$ cat config.mk
export PLATFORM = sky130hd
export DESIGN_NAME = http_chunked_body_decoder
export DESIGN_NICKNAME = d
export VERILOG_FILES = /design/src/sv/hcbd_pkg.sv /design/src/sv/hcbd_regs.sv /design/src/sv/hcbd_core.sv /design/src/sv/http_chunked_body_decoder.sv
export SDC_FILE = /design/constraint.sdc
export NUM_CORES = 1
export LEC_CHECK = 0
export BUFFER_PORTS_ARGS = -buffer_cell sky130_fd_sc_hd__buf_2
export CORE_UTILIZATION = 59
export CTS_CLUSTER_DIAMETER = 40
export CTS_CLUSTER_SIZE = 10
export DETAILED_ROUTE_END_ITERATION = 7
export PLACE_DENSITY = 0.81
export SYNTH_ARGS = -nofsm -noshare
export SYNTH_HDL_FRONTEND = slang
export SYNTH_SLANG_ARGS = --single-unit
$ cat constraint.sdc
create_clock -name clk -period 3.4 [get_ports clk]
set_input_delay 0.34 -clock clk [delete_from_list [all_inputs] [get_ports clk]]
set_output_delay 0.34 -clock clk [all_outputs]
set_load 0.01 [all_outputs]
$ cat src/sv/hcbd_pkg.sv
// Shared types, constants and helpers for the HTTP chunked body decoder.
package hcbd_pkg;

  localparam int LENGTH_WIDTH_DEF = 32;
  localparam int CFG_ADDR_W       = 3;

  localparam logic [7:0] CHAR_CR  = 8'h0d;
  localparam logic [7:0] CHAR_LF  = 8'h0a;
  localparam logic [7:0] CHAR_SP  = 8'h20;
  localparam logic [7:0] CHAR_TAB = 8'h09;

  localparam logic [31:0] LEN_ALL_ONES = 32'hffff_ffff;

  typedef enum logic [2:0] {
    KIND_FRAME  = 3'd0,
    KIND_BODY   = 3'd1,
    KIND_END    = 3'd2,
    KIND_ERROR  = 3'd3,
    KIND_IGNORE = 3'd4
  } kind_t;

  typedef struct packed {
    logic        chunked_mode;
    logic [31:0] content_length;
  } cfg_t;

  typedef struct packed {
    kind_t       kind;
    logic [7:0]  data_byte;
    logic [31:0] body_count;
  } result_t;

  // Returns {is_hex, value}.
  function automatic logic [4:0] hex_digit(input logic [7:0] c);
    logic [4:0] r;
    r = 5'd0;
    if (c inside {[8'h30:8'h39]}) begin
      r = {1'b1, 4'(c - 8'h30)};
    end else if (c inside {[8'h61:8'h66]}) begin
      r = {1'b1, 4'(c - 8'h57)};
    end else if (c inside {[8'h41:8'h46]}) begin
      r = {1'b1, 4'(c - 8'h37)};
    end
    return r;
  endfunction

endpackage

$ cat src/sv/hcbd_regs.sv
// APB configuration registers: transfer mode and content length.
module hcbd_regs
  import hcbd_pkg::*;
(
  input  logic                  clk,
  input  logic                  rst_n,
  input  logic                  psel,
  input  logic                  penable,
  input  logic                  pwrite,
  input  logic [CFG_ADDR_W-1:0] paddr,
  input  logic [31:0]           pwdata,
  output logic [31:0]           prdata,
  output logic                  pready,
  output cfg_t                  cfg
);

  typedef enum logic {
    REG_CHUNKED_MODE   = 1'b0,
    REG_CONTENT_LENGTH = 1'b1
  } reg_idx_t;

  reg_idx_t idx;
  logic     wr_en;
  cfg_t     cfg_r;

  assign idx    = reg_idx_t'(paddr[2]);
  assign pready = 1'b1;
  assign wr_en  = psel && penable && pwrite && pready;

  always_ff @(posedge clk) begin
    if (!rst_n) begin
      cfg_r.chunked_mode   <= 1'b0;
      cfg_r.content_length <= LEN_ALL_ONES;
    end else if (wr_en) begin
      case (idx)
        REG_CHUNKED_MODE:   cfg_r.chunked_mode   <= pwdata[0];
        REG_CONTENT_LENGTH: cfg_r.content_length <= pwdata;
        default:            cfg_r                <= cfg_r;
      endcase
    end
  end

  always_comb begin
    case (idx)
      REG_CHUNKED_MODE:   prdata = {31'd0, cfg_r.chunked_mode};
      REG_CONTENT_LENGTH: prdata = cfg_r.content_length;
      default:            prdata = 32'd0;
    endcase
  end

  assign cfg = cfg_r;

endmodule

$ cat src/sv/hcbd_core.sv
// Decoder state and per-byte next-state logic for chunked and identity bodies.
module hcbd_core
  import hcbd_pkg::*;
#(
  parameter int LENGTH_WIDTH = LENGTH_WIDTH_DEF
) (
  input  logic       clk,
  input  logic       rst_n,
  input  logic       step,
  input  logic [7:0] byte_in,
  input  cfg_t       cfg,
  output result_t    res
);

  typedef enum logic [2:0] {
    PH_SIZE = 3'd0,
    PH_DATA = 3'd1,
    PH_CEND = 3'd2,
    PH_LAST = 3'd3,
    PH_DONE = 3'd4,
    PH_ERR  = 3'd5
  } phase_t;

  phase_t                  phase_r, phase_nxt;
  logic [LENGTH_WIDTH-1:0] chunk_left_r, chunk_left_nxt;
  logic [LENGTH_WIDTH-1:0] size_accum_r, size_accum_nxt;
  logic                    digits_seen_r, digits_seen_nxt;
  logic                    digits_closed_r, digits_closed_nxt;
  logic                    cr_pending_r, cr_pending_nxt;
  logic [31:0]             delivered_r, delivered_nxt;

  logic [4:0]              hex;
  logic                    is_blank;
  logic                    size_full;
  logic [31:0]             delivered_inc;
  logic [LENGTH_WIDTH-1:0] left_dec;
  kind_t                   kind;

  assign hex           = hex_digit(byte_in);
  assign is_blank      = (byte_in == CHAR_SP) || (byte_in == CHAR_TAB);
  assign size_full     = size_accum_r[LENGTH_WIDTH-1 -: 4] != 4'd0;
  assign delivered_inc = (delivered_r != LEN_ALL_ONES) ? delivered_r + 32'd1 : delivered_r;
  assign left_dec      = (chunk_left_r != '0) ? chunk_left_r - LENGTH_WIDTH'(1) : chunk_left_r;

  always_comb begin
    phase_nxt         = phase_r;
    chunk_left_nxt    = chunk_left_r;
    size_accum_nxt    = size_accum_r;
    digits_seen_nxt   = digits_seen_r;
    digits_closed_nxt = digits_closed_r;
    cr_pending_nxt    = cr_pending_r;
    delivered_nxt     = delivered_r;
    kind              = KIND_FRAME;

    if (!cfg.chunked_mode) begin
      if (cfg.content_length == LEN_ALL_ONES || delivered_r < cfg.content_length) begin
        delivered_nxt = delivered_inc;
        kind          = KIND_BODY;
      end else begin
        kind = KIND_IGNORE;
      end
    end else begin
      case (phase_r)
        PH_SIZE: begin
          if (cr_pending_r) begin
            cr_pending_nxt = 1'b0;
            if (byte_in == CHAR_LF) begin
              if (!digits_seen_r) begin
                phase_nxt = PH_ERR;
                kind      = KIND_ERROR;
              end else begin
                if (size_accum_r == '0) begin
                  phase_nxt = PH_LAST;
                end else begin
                  chunk_left_nxt = size_accum_r;
                  phase_nxt      = PH_DATA;
                end
                size_accum_nxt    = '0;
                digits_seen_nxt   = 1'b0;
                digits_closed_nxt = 1'b0;
              end
            end else begin
              // stray CR is line content and always ends the digit run
              digits_closed_nxt = 1'b1;
            end
          end else if (byte_in == CHAR_CR) begin
            cr_pending_nxt = 1'b1;
          end else if (!digits_closed_r) begin
            if (hex[4]) begin
              if (size_full) begin
                phase_nxt = PH_ERR;
                kind      = KIND_ERROR;
              end else begin
                size_accum_nxt  = {size_accum_r[LENGTH_WIDTH-5:0], hex[3:0]};
                digits_seen_nxt = 1'b1;
              end
            end else if (digits_seen_r || !is_blank) begin
              digits_closed_nxt = 1'b1;
            end
          end
        end
        PH_DATA: begin
          delivered_nxt  = delivered_inc;
          chunk_left_nxt = left_dec;
          if (left_dec == '0) phase_nxt = PH_CEND;
          kind = KIND_BODY;
        end
        PH_CEND, PH_LAST: begin
          if (cr_pending_r) begin
            cr_pending_nxt = 1'b0;
            if (byte_in == CHAR_LF) begin
              if (phase_r == PH_LAST) begin
                phase_nxt = PH_DONE;
                kind      = KIND_END;
              end else begin
                phase_nxt         = PH_SIZE;
                size_accum_nxt    = '0;
                digits_seen_nxt   = 1'b0;
                digits_closed_nxt = 1'b0;
              end
            end else begin
              phase_nxt = PH_ERR;
              kind      = KIND_ERROR;
            end
          end else if (byte_in == CHAR_CR) begin
            cr_pending_nxt = 1'b1;
          end else begin
            phase_nxt = PH_ERR;
            kind      = KIND_ERROR;
          end
        end
        PH_DONE: kind = KIND_IGNORE;
        default: begin
          phase_nxt = PH_ERR;
          kind      = KIND_ERROR;
        end
      endcase
    end
  end

  always_ff @(posedge clk) begin
    if (!rst_n) begin
      phase_r         <= PH_SIZE;
      chunk_left_r    <= '0;
      size_accum_r    <= '0;
      digits_seen_r   <= 1'b0;
      digits_closed_r <= 1'b0;
      cr_pending_r    <= 1'b0;
      delivered_r     <= 32'd0;
    end else if (step) begin
      phase_r         <= phase_nxt;
      chunk_left_r    <= chunk_left_nxt;
      size_accum_r    <= size_accum_nxt;
      digits_seen_r   <= digits_seen_nxt;
      digits_closed_r <= digits_closed_nxt;
      cr_pending_r    <= cr_pending_nxt;
      delivered_r     <= delivered_nxt;
    end
  end

  assign res.kind       = kind;
  assign res.data_byte  = (kind == KIND_BODY) ? byte_in : 8'd0;
  assign res.body_count = delivered_nxt;

  a_delivered_monotonic: assert property (@(posedge clk) disable iff (!rst_n)
    $past(rst_n) |-> delivered_r >= $past(delivered_r))
    else $error("delivered count went backwards");

  a_delivered_idle: assert property (@(posedge clk) disable iff (!rst_n)
    !step |=> $stable(delivered_r))
    else $error("delivered count moved without a byte");

  a_done_sticky: assert property (@(posedge clk) disable iff (!rst_n)
    phase_r == PH_DONE |=> phase_r == PH_DONE)
    else $error("left end-of-body phase without reset");

  a_err_sticky: assert property (@(posedge clk) disable iff (!rst_n)
    phase_r == PH_ERR |=> phase_r == PH_ERR)
    else $error("left error phase without reset");

endmodule

$ cat src/sv/http_chunked_body_decoder.sv
// Top level: request input register, decoder core, result register, APB config.
// A request accepted into the input register is decoded as it moves into the result
// register, from which it shows on out_*. Throughput: one byte per cycle unless out_stall
// holds a waiting result; the decoder state loop is combinational.
// While a result waits in the output register, the input register takes one more
// request and then stalls. Reset (rst_n low, synchronous): both registers empty,
// decoder at the start of a size line, counters zero, chunked_mode 0, length all ones.
module http_chunked_body_decoder
  import hcbd_pkg::*;
#(
  parameter int LENGTH_WIDTH = LENGTH_WIDTH_DEF
) (
  input  logic                  clk,
  input  logic                  rst_n,
  // input byte stream
  input  logic                  in_valid,
  output logic                  in_stall,
  input  logic [7:0]            in_byte,
  // decoded results
  output logic                  out_valid,
  input  logic                  out_stall,
  output logic [2:0]            out_kind,
  output logic [7:0]            out_data_byte,
  output logic [31:0]           out_body_count,
  // configuration
  input  logic                  psel,
  input  logic                  penable,
  input  logic                  pwrite,
  input  logic [CFG_ADDR_W-1:0] paddr,
  input  logic [31:0]           pwdata,
  output logic [31:0]           prdata,
  output logic                  pready
);

  cfg_t       cfg;
  result_t    res;
  result_t    res_r;
  logic       in_valid_r;
  logic [7:0] in_byte_r;
  logic       out_valid_r;
  logic       advance;
  logic       step;

  hcbd_regs u_regs (
    .clk     (clk),
    .rst_n   (rst_n),
    .psel    (psel),
    .penable (penable),
    .pwrite  (pwrite),
    .paddr   (paddr),
    .pwdata  (pwdata),
    .prdata  (prdata),
    .pready  (pready),
    .cfg     (cfg)
  );

  // The result register frees up when empty or when its request is taken.
  assign advance  = !out_valid_r || !out_stall;
  // Decode the held byte and update the state only as it moves into the result register.
  assign step     = in_valid_r && advance;
  // Hold the input register while its byte cannot advance.
  assign in_stall = in_valid_r && !advance;

  hcbd_core #(
    .LENGTH_WIDTH (LENGTH_WIDTH)
  ) u_core (
    .clk     (clk),
    .rst_n   (rst_n),
    .step    (step),
    .byte_in (in_byte_r),
    .cfg     (cfg),
    .res     (res)
  );

  // Input register: load a new request whenever it is not stalled.
  always_ff @(posedge clk) begin
    if (!rst_n) begin
      in_valid_r <= 1'b0;
    end else if (!in_stall) begin
      in_valid_r <= in_valid;
    end
  end

  always_ff @(posedge clk) begin
    if (in_valid && !in_stall) begin
      in_byte_r <= in_byte;
    end
  end

  // Result register: capture the decoded byte, drop validity once taken.
  always_ff @(posedge clk) begin
    if (!rst_n) begin
      out_valid_r <= 1'b0;
    end else if (advance) begin
      out_valid_r <= step;
    end
  end

  always_ff @(posedge clk) begin
    if (step) begin
      res_r <= res;
    end
  end

  assign out_valid      = out_valid_r;
  assign out_kind       = res_r.kind;
  assign out_data_byte  = res_r.data_byte;
  assign out_body_count = res_r.body_count;

  a_data_zero: assert property (@(posedge clk) disable iff (!rst_n)
    out_valid && (res_r.kind != KIND_BODY) |-> out_data_byte == 8'd0)
    else $error("non-body result carries a data byte");

  a_step_fills_out: assert property (@(posedge clk) disable iff (!rst_n)
    step |=> out_valid_r)
    else $error("decoded byte did not reach the result register");

  a_stall_holds_in: assert property (@(posedge clk) disable iff (!rst_n)
    in_stall |=> in_valid_r && $stable(in_byte_r))
    else $error("stalled input register lost its byte");

endmodule

==> impl_metrics.ini <==
[drt]
drc = 0
antenna_left = 0
wl_per_cell_um = 17.22
finalWirelength_mm = 27.85
drt_pass1_iterations = 5
drt_iter0_markers = 1043
dr_total_vias = 10070
route.detailed.vias_per_inst = 6.230

[floorplanning]
die_area_um2 = 18440
die_width_um = 135.8
top_level_ports = 128
rows = 48
fp.dieH_um = 135.8
initial_core_util = 0.6065
coreArea_um2 = 17420

[setup_path]
startpoint_types = flop
timing.critical_path.depth = 11
critical_path.slowest_cell = a311oi_2
rr_endpoint = out_body_count[27]$_DFFE_PP_
worst_ep_required_time_ns = 3.59
ff2ff_path_depth = 11
timing.reg2reg.setup_slack_ns = 0.11
crit_family = compound AO/OA/AOI/OAI gates
worstSetupPathType = flop to flop
crit_end_category = flop
critical_path.cell_chain = inv_1, ha_1, a21o_1, a21o_1, a211o_1, a221o_1, a311oi_2, o21a_2, buf_4, nand3_1, xnor2_1
worstReg2RegStart = u_regs.cfg[1]$_SDFFE_PN1P_
critical-path-top-cell-by-count = a21o_1
path_max_fanout = 20
critical_path_arrival_ns = 3.48
worst_path_largest_cell_delay_ns = 0.41
cp.buffers_inverters = 2

[min_path]
hold-path-endpoint = in_byte_r[0]$_DFFE_PP_
hold-path-cell-count = 1
min-delay-path-class = input pin to flop
min_from = in_byte[0]

[layout]
final_common_cell = nand2_1
drive_above_1_share = 0.1695
diodes = 0
top_library_cells_by_usage_in_the_layout_fill_and_taps_aside = nand2_1, dfxtp_1, nor2_1
total_nets_final = 1467
finalNonFillerCells = 1617
areaGrowthSynthToFinish_pct = 14.40
layout_utilization = 0.6938

[sta]
final-hold-violation-count = 0
finalSetupViolCount = 0
final_period_minus_worst_setup_slack_ns = 3.291
timing_max_transition_violations_final = 0
clock-skew-final_ns = 0.008243
max_slew.worst_pin.slew_ns = 0.9188
timing.fmax_mhz = 303.9
timing.final.crit_share = 0.9679
holdWs_ns = 0.06854
max-slew-margin-rel = 0.3789

[power]
vdd_ir_drop_max_mv = 0.3736
static-leakage-power_nw = 5.015
fin_total_pwr_mw = 4.661
power_density_nw_per_um2 = 385.7

[clocking]
tritoncts = yes
cts.path.max_buffers = 2
holdBufCountCts = 0
post_cts.resized_instances = 0
post_cts_buffers = 0
cts_inserted_buffers = 17
worst_skew_pair.late_latency_ns = 0.44
clk_transition_reported_paths_ns = 0.08
clockRootBuffer = clkbuf_16
cts.sinks = 188
htreeDepth = 4

[logic_synthesis]
syn-mean-instance-area_um2 = 8.259
yosys.cell_types.count = 77
synthesis.yosys.warnings = 0
netlist_area_um2 = 10560
ys_async_sr_fraction = 0
synthFlopType = dfxtp_1
postSynthNetCount = 1367
synth.largest_area_cell = dfxtp_1
synth_top_cells_by_area = dfxtp_1, edfxtp_1, nand2_1, nor2_1, ha_1
post_synth_inst_count = 1279
yosysTopAreaCellShare = 0.2597
synth-edff-count = 51
register_area_share_after_synthesis = 0.4046
yosys_register_bits = 188

[job]
cap_viol_max_count = 0

[global_routing]
grtUsageTotal = 0.3051
grt_pass1_vias = 8987
grt_pass1_wl_mm = 44.65
initial_antenna_violation_count = 0
grt_max_degree = 76
grt_overflow = 0

[place]
place.gp.congestion = 0.9107
place_hpwl_mm = 19.08
io_buffers = 124
numPlacedInstances = 1585

[run_status]
outcome = complete, no violations
-- kinds of logic after synthesis --
logic type      after synthesis  synth area share
xor+xnor                     40           0.03317
fa+ha+maj                    38           0.04501
buf+inv                     134           0.05082
other cells                   1         0.0003550
simple gates                584            0.2787
flops                       188            0.4046
mux                          23           0.02203
compound gates              271            0.1652
-- worst max path at each step --
| stage | endpoint | start | slack [ns] |
|---|---|---|---|
| after floorplan | out_body_count[18]$_DFFE_PP_ | u_regs.cfg[1]$_SDFFE_PN1P_ | 0.41 |
| after global placement | out_body_count[29]$_DFFE_PP_ | u_regs.cfg[5]$_SDFFE_PN1P_ | 0.25 |
| after detailed placement | out_body_count[27]$_DFFE_PP_ | u_regs.cfg[1]$_SDFFE_PN1P_ | 0.19 |
| after CTS | out_body_count[27]$_DFFE_PP_ | u_regs.cfg[1]$_SDFFE_PN1P_ | 0.1 |
| after global routing | u_core.size_accum_r[18]$_SDFFE_PN0P_ | in_byte_r[1]$_DFFE_PP_ | -0.003 |
| final | out_body_count[27]$_DFFE_PP_ | u_regs.cfg[1]$_SDFFE_PN1P_ | 0.11 |
-- metal layers --
layer,share of wire,vias up,track usage
li1,-,4833,-
met1,0.43,4764,0.4214
met2,0.46,439,0.4836
met3,0.088,38,0.05761
met4,0.013,0,0.08739
met5,0,-,0
-- final cells by class --
| class | instances | area [µm²] |
|---|---|---|
| clock buffer | 17 | 425.4 |
| clock inverter | 15 | 168.9 |
| fill | 1389 | 5333 |
| inverter | 50 | 187.7 |
| multi-input combinational | 957 | 5793 |
| sequential | 188 | 4274 |
| tap | 225 | 281.5 |
| timing repair buffer | 165 | 953.4 |
-- stage by stage --
step	cell area [µm²]	TNS, ns	setup slack, ns
3_3_place_gp	11470	0	0.2473
5_1_grt	12080	-0.002520	-0.002520
2_1_floorplan	10560	0	0.4074
4_1_cts	12060	0	0.1000
6_report	12080	0	0.1092
3_5_place_dp	11470	0	0.1863
-- state kept, by name, summed over array words and instances (netlist names) --
name                    cells
in_byte_r                   8
in_valid_r                  1
out_body_count             32
out_data_byte               8
out_kind                    3
out_valid                   1
u_core.chunk_left_r        32
u_core.cr_pending_r         1
u_core.delivered_r         32
u_core.digits_closed_r      1
u_core.digits_seen_r        1
u_core.phase_r              3
u_core.size_accum_r        32
u_regs.cfg                 33
-- power by group --
part	internal (mW)	total, mW	leakage [nW]	switching [mW]
combinational	0.105	0.287	3.15	0.182
sequential	2.34	2.37	1.57	0.0286
clock	0.993	2.00	0.291	1.01
total	3.44	4.66	5.02	1.22
-- cells in the mapped netlist, drive strengths merged (12+ instances only) --
| cell | instances |
|---|---|
| or4 | 15 |
| a21oi | 87 |
| o211ai | 35 |
| xnor2 | 36 |
| edfxtp | 51 |
| and2 | 13 |
| dfxtp | 137 |
| nor2 | 130 |
| nand4 | 46 |
| buf | 16 |
| mux2i | 21 |
| ha | 38 |
| nand3 | 65 |
| o21ai | 46 |
| nand2 | 156 |
| a22oi | 12 |
| nor3 | 33 |
| clkbuf | 68 |
| a31oi | 15 |
| and3 | 12 |
| or3 | 23 |
| nor4 | 21 |
| nand2b | 24 |
| inv | 50 |
Power figures use the tool's default switching activity.
